$ cat config.mk
export PLATFORM = sky130hd
export DESIGN_NAME = drs_fifo
export DESIGN_NICKNAME = d
export VERILOG_FILES = /design/src/sv/drs_pkg.sv /design/src/sv/drs_fifo.sv
export SDC_FILE = /design/constraint.sdc
export NUM_CORES = 1
export LEC_CHECK = 0
export BUFFER_PORTS_ARGS = -buffer_cell sky130_fd_sc_hd__buf_2
export CORE_UTILIZATION = 33
export DETAILED_ROUTE_END_ITERATION = 16
export GPL_TIMING_DRIVEN = 0
export PLACE_DENSITY = 0.56
export SLEW_MARGIN = 20
export SYNTH_ARGS = -nofsm -noshare
export SYNTH_HDL_FRONTEND = slang
export SYNTH_SLANG_ARGS = --single-unit
$ cat constraint.sdc
create_clock -name clock -period 4.8 [get_ports clock]
set_input_delay 0.48 -clock clock [delete_from_list [all_inputs] [get_ports clock]]
set_output_delay 0.48 -clock clock [all_outputs]
set_load 0.05 [all_outputs]
$ cat src/sv/drs_pkg.sv
`default_nettype none

package drs_pkg;

   // input actions
   localparam logic [2:0] ACT_TICK   = 3'd0;
   localparam logic [2:0] ACT_START  = 3'd1;
   localparam logic [2:0] ACT_STOP   = 3'd2;
   localparam logic [2:0] ACT_TOGGLE = 3'd3;
   localparam logic [2:0] ACT_MODE   = 3'd4;

   // key modes
   localparam logic [1:0] MODE_NONE = 2'd0;
   localparam logic [1:0] MODE_MUTE = 2'd1;
   localparam logic [1:0] MODE_SOLO = 2'd2;

   // MIDI message constants
   localparam logic [7:0] NOTE_ON   = 8'h90;
   localparam logic [7:0] NOTE_OFF  = 8'h80;
   localparam logic [6:0] OFF_VALUE = 7'd127;

   typedef struct packed {
      logic [2:0] action;
      logic [7:0] cell_req;
      logic [2:0] key_index;
      logic [6:0] velocity;
      logic [1:0] key_mode;
   } req_type;

   typedef struct packed {
      logic [7:0] status_byte;
      logic [6:0] note_key;
      logic [6:0] note_value;
      logic       last;
   } rsp_type;

   // decoded command, front to back
   typedef struct packed {
      logic [2:0] op;
      logic [7:0] step_idx;
      logic [2:0] slot;
      logic [6:0] velocity;
      logic [1:0] mode;
   } cmd_type;

   typedef struct packed {
      logic [3:0] midi_channel;
      logic [6:0] base_key;
      logic [7:0] hold_steps;
      logic [2:0] pages_in_use;
   } cfg_type;

endpackage

`default_nettype wire

$ cat src/sv/drs_fifo.sv
`default_nettype none

module drs_fifo (
   input  wire               clock,
   input  wire               reset,
   input  wire               push_valid,
   output logic              push_ready,
   input  drs_pkg::cmd_type  push_data,
   output logic              pop_valid,
   input  wire               pop_ready,
   output drs_pkg::cmd_type  pop_data
);
   import drs_pkg::*;

   // two-entry command queue
   cmd_type    entry_ff [2];
   logic       wr_ptr_ff, wr_ptr_in;
   logic       rd_ptr_ff, rd_ptr_in;
   logic [1:0] count_ff, count_in;
   logic       push, pop;

   assign push_ready = (count_ff != 2'd2);
   assign pop_valid  = (count_ff != 2'd0);
   assign pop_data   = entry_ff[rd_ptr_ff];
   assign push       = push_valid && push_ready;
   assign pop        = pop_valid && pop_ready;

   always_comb begin
      wr_ptr_in = push ? !wr_ptr_ff : wr_ptr_ff;
      rd_ptr_in = pop ? !rd_ptr_ff : rd_ptr_ff;
      count_in  = count_ff + 2'(push) - 2'(pop);
   end

   always_ff @(posedge clock) begin
      if (reset) begin
         wr_ptr_ff <= 1'b0;
         rd_ptr_ff <= 1'b0;
         count_ff  <= 2'd0;
      end else begin
         wr_ptr_ff <= wr_ptr_in;
         rd_ptr_ff <= rd_ptr_in;
         count_ff  <= count_in;
      end
   end

   always_ff @(posedge clock) begin
      if (push) begin
         entry_ff[wr_ptr_ff] <= push_data;
      end
   end

endmodule

`default_nettype wire

# --- Yosys cells after proc, flatten, opt, wreduce, memory -nomap -nowiden ---
# Memories as Yosys holds them, arrays and structs flattened. A register that Yosys moved wholly into a read port is not among the register bits.
# Index checks and enable logic that the tools add are counted.
op_classes:
  add_sub_neg: 2
  mul: 0
  n_div: 0
  order_cmp: 0
  n_eq_ne: 1
  shifts: 0
  mux: 4
  bitwise_logic: 0
  reduce_logical: 5
op_table:
  columns: ["cell", "n"]
  rows:
  - ["$mux 1", 4]
  - ["$add 2x1->2", 1]
  - ["$logic_and 1x1->1", 2]
  - ["$logic_not 1->1", 2]
  - ["$ne 2x2->1 const B", 1]
  - ["$reduce_bool 2->1", 1]
  - ["$sub 2x1->2", 1]
totals:
  ff_bits: 4
  latchBits: 0
  mem_bits_rw: 46
  rom_bits: 0
  word_cells: 16
  memories: 1
memory_table:
  columns: ["memory", "words", "width", "read_ports", "rd_ports_with_merged_regs", "write_ports", "line_no", "source"]
  rows:
  - ["entry_ff", 2, 23, 1, 1, 1, "drs_fifo.sv:16", "cmd_type entry_ff [2];"]

# --- Depth between registers and ports, before layout ---
depth:
  depth_word: 4
  depth_mapped: 6

# --- Worst setup path after synthesis ---
# Ideal clock, no wire load.
synth_timing:
  path_type: "reg-to-reg"
  startpoint: "register count_ff[0]"
  endpoint: "memory entry_ff[1][0] (netlist bit) (enable)"
  setup_time_ns: 0.382
  arrival_time_ns: 1.608
  t_required_ns: 4.418
  slack_ns: 2.810
  stages_incl_launch_ff: 3
  period_less_slack_ns: 1.990
  cell_sequence: "dfxtp_1 > nand2b_1 > and3_1"
synth_via:
  elab_chain_cells: 4
synth_lines:
  columns: ["element", "line_no", "source"]
  rows:
  - ["from (decl)", "drs_fifo.sv:19", "logic [1:0] count_ff, count_in;"]
  - ["from (signal assigned)", "drs_fifo.sv:42", "count_ff <= count_in;"]
  - ["$ne 2x2->1", "drs_fifo.sv:22", "assign push_ready = (count_ff != 2'd2);"]
  - ["net push_ready", "drs_fifo.sv:7", "output logic push_ready,"]
  - ["$logic_and 1x1->1", "drs_fifo.sv:25", "assign push = push_valid && push_ready;"]
  - ["$mux 1", "drs_fifo.sv:47", "if (push) begin"]
  - ["$mux 1 (not written as such)", "drs_fifo.sv:48", "entry_ff[wr_ptr_ff] <= push_data;"]
  - ["to (decl)", "drs_fifo.sv:16", null]
# The timed path passes the listed nets, and every way through them passes these cells.

==> metrics.txt <==
status=finished, final reports clean; synth top area cells=edfxtp_1 72%, mux2_1 12%, dfxtp_1 5.2%; CTS Hold Bufs=0; DRT iter0 DRCs=65; Core Footprint=5540 um2; routed len/inst=13.98 um; number of gates resized after CTS=0; Syn Area/Cell=19.11 um2; Clock Latency Late Sink=0.29 ns; critical path class=register to output pin; RSZ-0062 raised after global routing=no; multi-input logic area=416.7 um2; antenna violations before repair=0; CP Max Fanout=10; WHS=0.3689 ns; Post-Place Cells=223; antenna cell count=0; cells along the critical path=buf_2 -> mux2_1 -> buf_2; drt total wl=3.215 mm; Clock Tree Buf Depth=2; DR pass1 iterations=4; clock sinks=51; number of nets in the layout=186; CTS tree=yes; HP Class=input pin to register; CP Buf/Inv Count=2; cell taking the most area after synthesis=edfxtp_1; Final Max Tran Viols=0; Final min period=2.053 ns; Final Cycle Share=42.78%; register area=1481 um2; Layout Skew=0.008402 ns; setup bufs post-CTS=0; gr ovfl total=0; CTS buffer count=5; GRT Total Usage=11.25%; Crit path top cell by count=buf_2; Worst Hold Launch=push_data[17]; largest net degree at the start of global routing=24; Synth Instances=100; cell area power density=521.3 nW/um2; delay-heaviest family, CP=buffers and inverters; Post-synth ARST share=0%; Net Count, Synth=128; Fillers=518; flops & latches, synth=51; Setup crit end kind=output pin; post-synthesis sequential area ratio=77.54%; via count=1044; first-pass GRT wire length=5.202 mm; Max VDD drop=0.0002753 V; CP max stage cell=dfxtp_1; number of synthesized flops with an enable pin=46; die footprint=6098 um2; CTS H-tree depth=2; Final Hold Fails=0; DP Wirelength=2.124 mm; fmax=487.0 MHz; Die W=78.09 um; Antenna Nets Post-Route=0; endpoints failing setup=0; GPL Wtd Cong=0.6112; crit start category=register; Die Ht=78.09 um; CP required=4.32 ns; final std cells w/o fill=230; register clock-pin slew on the reported worst setup and hold paths=0.09 ns; initial core utilization=34.49%; synthesized area=1911 um2; setup_tns=0 ns; Rel. slew slack=36.92%; share of post-route cells with drive strength above 1=41.77%; Ports=52; Static Leakage=0.8968 nW; Site Rows=27; maxcap violations=0; Arr. time, crit path=1.57 ns; DRC Markers=0; Yosys Warn Count=0; Netlist cell types=24; worst-margin pin slew=0.9451 ns; Synth top area share=72.30%; Most used DFF post-synth=edfxtp_1; CTS root buf=clkbuf_8; worst r2r src=count_ff[0]; Port Buffer Count=51; CP peak stage delay=0.41 ns; vias in the first global route=1100; Synth-to-Final Area Change=23.71%; vias per cell=4.539
==> metal layers <==
layer | vias up | routed length [um] | global-route usage (%)
met5 | - | 0 | 0
met4 | 0 | 27 | 3.889
met3 | 5 | 163 | 2.558
met2 | 33 | 1651 | 19.82
met1 | 506 | 1372 | 13.47
li1 | 500 | - | -
==> logic make-up (layout without fill, tap and decap cells) <==
family / after synthesis / in the layout / synth area share [%]
flops: 51 / 51 / 77.54
buf+inv: 3 / 61 / 0.7202
simple gates: 15 / 15 / 4.781
fa+ha+maj: 1 / 1 / 0.6548
mux: 23 / 23 / 13.56
xor+xnor: 1 / 1 / 0.4585
compound gates: 6 / 6 / 2.291
==> sequential cells by signal, summed over array words and instances, names as in the netlist, named ones only <==
| signal | cells |
|---|---|
| entry_ff | 46 |
| count_ff | 2 |
| rd_ptr_ff | 1 |
| wr_ptr_ff | 1 |
==> cell usage in the layout, fill, tap and decap left out, types with 2 or more instances in the layout <==
cell type	instances
buf_2	53
edfxtp_1	46
nor2_1	4
mux2_2	3
dfxtp_1	5
mux2_1	20
clkbuf_8	5
nor2b_1	2
==> path summary, 6_finish.rpt <==
check | to | slack [ns] | depth (start not counted)
worst min register to register | rd_ptr_ff | 0.52 | 2
worst max-delay path | pop_data[17] | 2.75 | 3
worst min-delay path | entry_ff[0][17] | 0.37 | 1
worst max register to register | entry_ff[0][18] | 2.96 | 3
==> synthesized netlist by cell type, types with 2 or more instances <==
| cell type | n |
|---|---|
| mux2_1 | 20 |
| edfxtp_1 | 46 |
| mux2_2 | 3 |
| dfxtp_1 | 5 |
| and3_1 | 2 |
| nor2_1 | 4 |
| nor2b_1 | 2 |
| buf_2 | 2 |
==> power breakdown <==
part	total (mW)	internal [mW]	switching (mW)
registers	0.560	0.540	0.0198
clock network	0.285	0.152	0.132
logic	0.387	0.105	0.282
==> through the flow <==
step	util [%]	setup slack, ns	cell area [um2]	power (mW)
floorplan	-	2.810	1911	0.8738
global placement	40.72	2.813	2256	0.9563
detailed placement	40.72	2.757	2256	0.9644
CTS	42.64	2.678	2362	1.252
global route	42.66	2.644	2364	1.287
finish	42.66	2.747	2364	1.232
==> cell type report <==
class	count	area share, %
Sequential cell	51	62.68
Multi-Input combinational cell	46	17.63
Timing Repair Buffer	51	10.80
Tap cell	72	3.812
Clock buffer	5	2.912
Clock inverter	2	1.588
Buffer	2	0.4235
Inverter	1	0.1588
Power figures use the tool's default switching activity.
