==> src/sv/drs_pkg.sv <==
`default_nettype none

package drs_pkg;

   // input actions
   localparam logic [2:0] ACT_TICK   = 3'd0;
   localparam logic [2:0] ACT_START  = 3'd1;
   localparam logic [2:0] ACT_STOP   = 3'd2;
   localparam logic [2:0] ACT_TOGGLE = 3'd3;
   localparam logic [2:0] ACT_MODE   = 3'd4;

   // key modes
   localparam logic [1:0] MODE_NONE = 2'd0;
   localparam logic [1:0] MODE_MUTE = 2'd1;
   localparam logic [1:0] MODE_SOLO = 2'd2;

   // MIDI message constants
   localparam logic [7:0] NOTE_ON   = 8'h90;
   localparam logic [7:0] NOTE_OFF  = 8'h80;
   localparam logic [6:0] OFF_VALUE = 7'd127;

   typedef struct packed {
      logic [2:0] action;
      logic [7:0] cell_req;
      logic [2:0] key_index;
      logic [6:0] velocity;
      logic [1:0] key_mode;
   } req_type;

   typedef struct packed {
      logic [7:0] status_byte;
      logic [6:0] note_key;
      logic [6:0] note_value;
      logic       last;
   } rsp_type;

   // decoded command, front to back
   typedef struct packed {
      logic [2:0] op;
      logic [7:0] step_idx;
      logic [2:0] slot;
      logic [6:0] velocity;
      logic [1:0] mode;
   } cmd_type;

   typedef struct packed {
      logic [3:0] midi_channel;
      logic [6:0] base_key;
      logic [7:0] hold_steps;
      logic [2:0] pages_in_use;
   } cfg_type;

endpackage

`default_nettype wire

==> src/sv/drs_front.sv <==
`default_nettype none

module drs_front #(
   parameter int TOTAL_STEPS = 256,
   parameter int KEY_SLOTS   = 8
) (
   input  wire               clock,
   input  wire               reset,
   input  wire               req_valid,
   output logic              req_ready,
   input  drs_pkg::req_type  req_data,
   output logic              cmd_valid,
   input  wire               cmd_ready,
   output drs_pkg::cmd_type  cmd_data
);
   import drs_pkg::*;

   logic    valid_ff, valid_in;
   cmd_type cmd_ff, cmd_in;
   logic    keep;
   logic    accept;

   // classify; bad slots, cells, modes and actions are dropped here
   always_comb begin
      keep = 1'b0;
      case (req_data.action)
         ACT_TICK, ACT_START, ACT_STOP: begin
            keep = 1'b1;
         end
         ACT_TOGGLE: begin
            keep = (int'(req_data.cell_req) < TOTAL_STEPS) &&
                   (int'(req_data.key_index) < KEY_SLOTS);
         end
         ACT_MODE: begin
            keep = (int'(req_data.key_index) < KEY_SLOTS) &&
                   (req_data.key_mode inside {MODE_NONE, MODE_MUTE, MODE_SOLO});
         end
         default: begin
            keep = 1'b0;
         end
      endcase
   end

   assign req_ready = !valid_ff || cmd_ready;
   assign accept    = req_valid && req_ready;

   always_comb begin
      cmd_in.op       = req_data.action;
      cmd_in.step_idx = req_data.cell_req;
      cmd_in.slot     = req_data.key_index;
      cmd_in.velocity = req_data.velocity;
      cmd_in.mode     = req_data.key_mode;
      if (accept) begin
         valid_in = keep;
      end else begin
         valid_in = valid_ff && !cmd_ready;
      end
   end

   always_ff @(posedge clock) begin
      if (reset) begin
         valid_ff <= 1'b0;
      end else begin
         valid_ff <= valid_in;
      end
   end

   always_ff @(posedge clock) begin
      if (accept) begin
         cmd_ff <= cmd_in;
      end
   end

   assign cmd_valid = valid_ff;
   assign cmd_data  = cmd_ff;

endmodule

`default_nettype wire

==> config.mk <==
export PLATFORM = sky130hd
export DESIGN_NAME = drs_front
export DESIGN_NICKNAME = d
export VERILOG_FILES = /design/src/sv/drs_pkg.sv /design/src/sv/drs_front.sv
export SDC_FILE = /design/constraint.sdc
export NUM_CORES = 1
export LEC_CHECK = 0
export ABC_AREA = 1
export BUFFER_PORTS_ARGS = -buffer_cell sky130_fd_sc_hd__buf_4
export CELL_PAD_IN_SITES_DETAIL_PLACEMENT = 1
export CELL_PAD_IN_SITES_GLOBAL_PLACEMENT = 2
export CORE_UTILIZATION = 25
export DETAILED_ROUTE_END_ITERATION = 12
export PLACE_DENSITY_LB_ADDON = 0.1
export SLEW_MARGIN = 20
export SYNTH_ARGS = -nofsm -noshare
export SYNTH_HDL_FRONTEND = slang
export SYNTH_SLANG_ARGS = --single-unit
export TNS_END_PERCENT = 5
==> constraint.sdc <==
create_clock -name clock -period 3.1 [get_ports clock]
set_input_delay 0.465 -clock clock [delete_from_list [all_inputs] [get_ports clock]]
set_output_delay 0.465 -clock clock [all_outputs]
set_load 0.02 [all_outputs]
Yosys cells after proc, flatten, opt, wreduce, memory -nomap -nowiden
Cells that the tools add are included.
- logic and storage cells: 23
- register bits after elaboration: 24
- input port bits: 27
- latch bits: 0
- bits in read-only memories: 0
- memories: 0
- RAM bits: 0
- output and inout port bits: 25
- order comparisons: 0
- multipliers: 0
- reduce and logical (&&, ||, !) cells: 9
- equal/unequal tests: 6
- $add $sub $neg: 0
- muxes and demuxes: 2
- bitwise gates (word level): 0
- shift operators: 0
- div/mod/pow operators: 0
- operators by type and width (cell ; count):
    == test 3 x 2 -> 1 bit (second input constant) ; 2
    OR reduction 4 bit ; 1
    == test 3 x 1 -> 1 bit (second input constant) ; 1
    == test 3 bit (second input constant) ; 1
    logical NOT 3 bit ; 1
    nonzero test 3 bit ; 1
    == test 2 x 1 -> 1 bit (second input constant) ; 1
    == test 2 bit (second input constant) ; 1
    logical AND 1 bit ; 2
    logical NOT 1 bit ; 2
    logical NOT 2 bit ; 1
    one-hot mux 1 bit (2 select lines) ; 1
    logical OR 1 bit ; 1
    two-way mux 1 bit ; 1

Longest topological paths before layout
- depth in word-level cells: 4
- depth in mapped cells: 5
- mapped depth without buffers: 5

Worst setup path before layout
No wires, ideal clock.
- kind: input port to flip-flop
- from: input port cmd_ready
- to: register cmd_ff (netlist bit cmd_data[0]), enable pin
- stages on the path: 2
- library setup time: 439 ps
- required time: 2661 ps
- path slack: 448 ps
- arrival: 2214 ps
- path buffers: 0
- path through: inv_1 -> a21boi_0
- longest elaborated chain between the ends: 2
- ends and longest elaborated chain (what ; RTL line ; text):
    from (decl) ; drs_front.sv:13 ; input wire cmd_ready,
    logical OR 1 bit ; drs_front.sv:44 ; assign req_ready = !valid_ff || cmd_ready;
    logical AND 1 bit ; drs_front.sv:45 ; assign accept = req_valid && req_ready;
    named net accept ; drs_front.sv:21 ; logic accept;
    to (signal assigned) ; drs_front.sv:70 ; cmd_ff <= cmd_in;
    to (decl) ; drs_front.sv:19 ; cmd_type cmd_ff, cmd_in;
The timed path passes the listed nets, and every way through them passes these cells.
A chain may end at the register's enable or synchronous reset.

Worst setup path in the final report
- from: register valid_ff (netlist: cmd_valid)
- to: output port req_ready
- longest elaborated chain between the ends: 2
- ends and longest elaborated chain (what ; RTL line ; text):
    from (decl) ; drs_front.sv:18 ; logic valid_ff, valid_in;
    from (signal assigned) ; drs_front.sv:64 ; valid_ff <= valid_in;
    logical NOT 1 bit ; drs_front.sv:44 ;
    logical OR 1 bit ; drs_front.sv:44 ;
    to (decl) ; drs_front.sv:10 ; output logic req_ready,
No other way between the ends.

==> results.cfg <==
[setup_path]
start_kind = flip-flop
critical_path.endpoint = req_ready
worst-r2r-cell-count = 2
crit_fanout = 3
r2r_end = cmd_data[5]
r2r_slack_ns = 1.99
worst-setup-path-type = reg2out
r2r_start = cmd_valid
required_ns = 2.63
arrival_ns = 0.99
cp-end-kind = output port
startpoint = cmd_valid

[cells_and_area]
final_layout_size_suffix_gt1_share_pct = 65.2
syn_to_final_growth_pct = 62.3
layout_common_cells = buf_4 (52), edfxtp_1 (23), nand2_1 (5)
final_area_um2 = 1220
instances_no_fill = 120
num-fill-cells = 308
nets = 117
diodes = 0
final_common_cell = buf_4
final_core_util_pct = 43.6

[flow_run]
max-cap-violations = 0

[synthesis]
ys_seq_area_share_pct = 94.4
ys_top_cells_by_area = edfxtp_1 (92%), dfxtp_1 (2.7%), nand2_1 (2.5%)
synth_top_area_share_pct = 91.7
yosys.area.top_type = edfxtp_1
syn_avg_cell_area_um2 = 22.8
syn_nets = 60
synth_area_um2 = 753
synth_warnings = 0
synthDistinctLibCells = 7
ys_ff_latch = 24
syn-instance-count = 33

[clock_network]
clockBufferDepth = 2
cts_sinks = 24
htree_levels = 1
cts_buffers = 3
cts.clk_slew.worst_paths_ns = 0.12
cts-root-buf = clkbuf_4
clk_latency_ns = 0.30
cts_resized = 0
post_cts_buffers = 0
hold_buffers = 0
cts_tree = yes

[status]
violations = design-rule violations
status = finished with violations

[placement]
globalplace.congestion = 0.621
hpwlAfterDp_um = 1150
io_buffer_count = 51
place_inst = 116
placed_area_um2 = 1190

[timing]
drv_slew = 0
finalSetupViolations = 0
fin_tns_setup_ns = 0
clock_skew_ns = 0.00107
rsz0062_at_grt = false
finalCritPeriodShare_pct = 46.9
worst_slew_pin_slew_ns = 0.294
hold_slack_ns = 0.298
min_period_ns = 1.45
maxSlewHeadroom_pct = 80.4
finalHoldViolations = 0
max_freq_mhz = 687

[floorplan]
initial_utilization_pct = 26.9
core_area_um2 = 2810
fp-row-count = 19
io_pins = 52
die_h_um = 56.9
die_area_um2 = 3240
dieWidth_um = 56.9

[power]
vdd_drop_max_mv = 0.200
p_per_area_nw_per_um2 = 516
p_leak_nw = 0.526

[route]
viasPerCell = 4.05
drc = 8
first_pass_iters = 8
antenna_left = 0
wl_um = 1490
wl_per_cell_um = 12.4
vias = 486
dr.first_iter.drc_count = 17

[global_route]
grt_pass1_wl_um = 2200
track_usage_pct = 9.40
antenna_found_initial = 0
first_global_vias = 512
gr-total-overflow = 0
grt_max_degree = 24

[hold_path]
hp-class = in2reg
-- worst max-delay path, stage by stage (launching register included) --
cell and delay [ns]:
dfxtp_1 0.40, nand2_1 0.12, buf_4 0.17
-- Yosys cell counts --
master    count
inv_1         1
a21boi_0      1
a21oi_2       1
edfxtp_1     23
dfxtp_1       1
nor2_1        1
nand2_1       5
-- final cells by class --
class	count	area, um2	share of cell area [%]
Inverter	1	3.75	0.307
Tap cell	31	38.8	3.17
Timing Repair Buffer	52	390	31.9
Sequential cell	24	711	58.1
Clock buffer	4	36.3	2.97
Multi-Input combinational cell	8	42.5	3.48
-- per-layer routing --
layer  vias to the layer above  wire, um  GRT usage [%]
met5                         -         0              0
met4                         0         0           5.23
met3                         0       205           4.15
met2                        32       742           15.6
met1                       219       539           9.85
li1                        235         -              -
-- cells by family after synthesis --
logic type / count (synthesis) / share of synthesized area (%)
buffers and inverters: 1 / 0.498
DFF: 24 / 94.4
and+or+nand+nor: 6 / 2.99
AOI/OAI and AO/OA: 2 / 2.16
-- how the worst min path moves through the flow --
stage	slack (ns)	from	to	cells past startpoint
global route	0.27	reset	cmd_valid	2
floorplan	0.53	reset	cmd_valid	1
global placement	0.52	cmd_valid	cmd_valid	2
CTS	0.28	reset	cmd_valid	2
detailed placement	0.56	cmd_valid	cmd_valid	2
finish	0.30	reset	cmd_valid	2
-- through the flow --
step	total power, mW	setup slack (ns)
finish	0.630	1.65
global route	0.661	1.58
CTS	0.642	1.62
detailed placement	0.484	1.71
global placement	0.482	1.76
floorplan	0.425	0.448
-- where the power goes --
| group | internal (mW) | switching [mW] |
|---|---|---|
| combinational | 0.0458 | 0.0453 |
| sequential | 0.378 | 0.00553 |
| clock | 0.0716 | 0.0846 |
-- flip-flops by register name, indices dropped and copies added (netlist names) --
name / count
cmd_data: 23
cmd_valid: 1
Note: power is estimated with default switching activity, not from simulation.
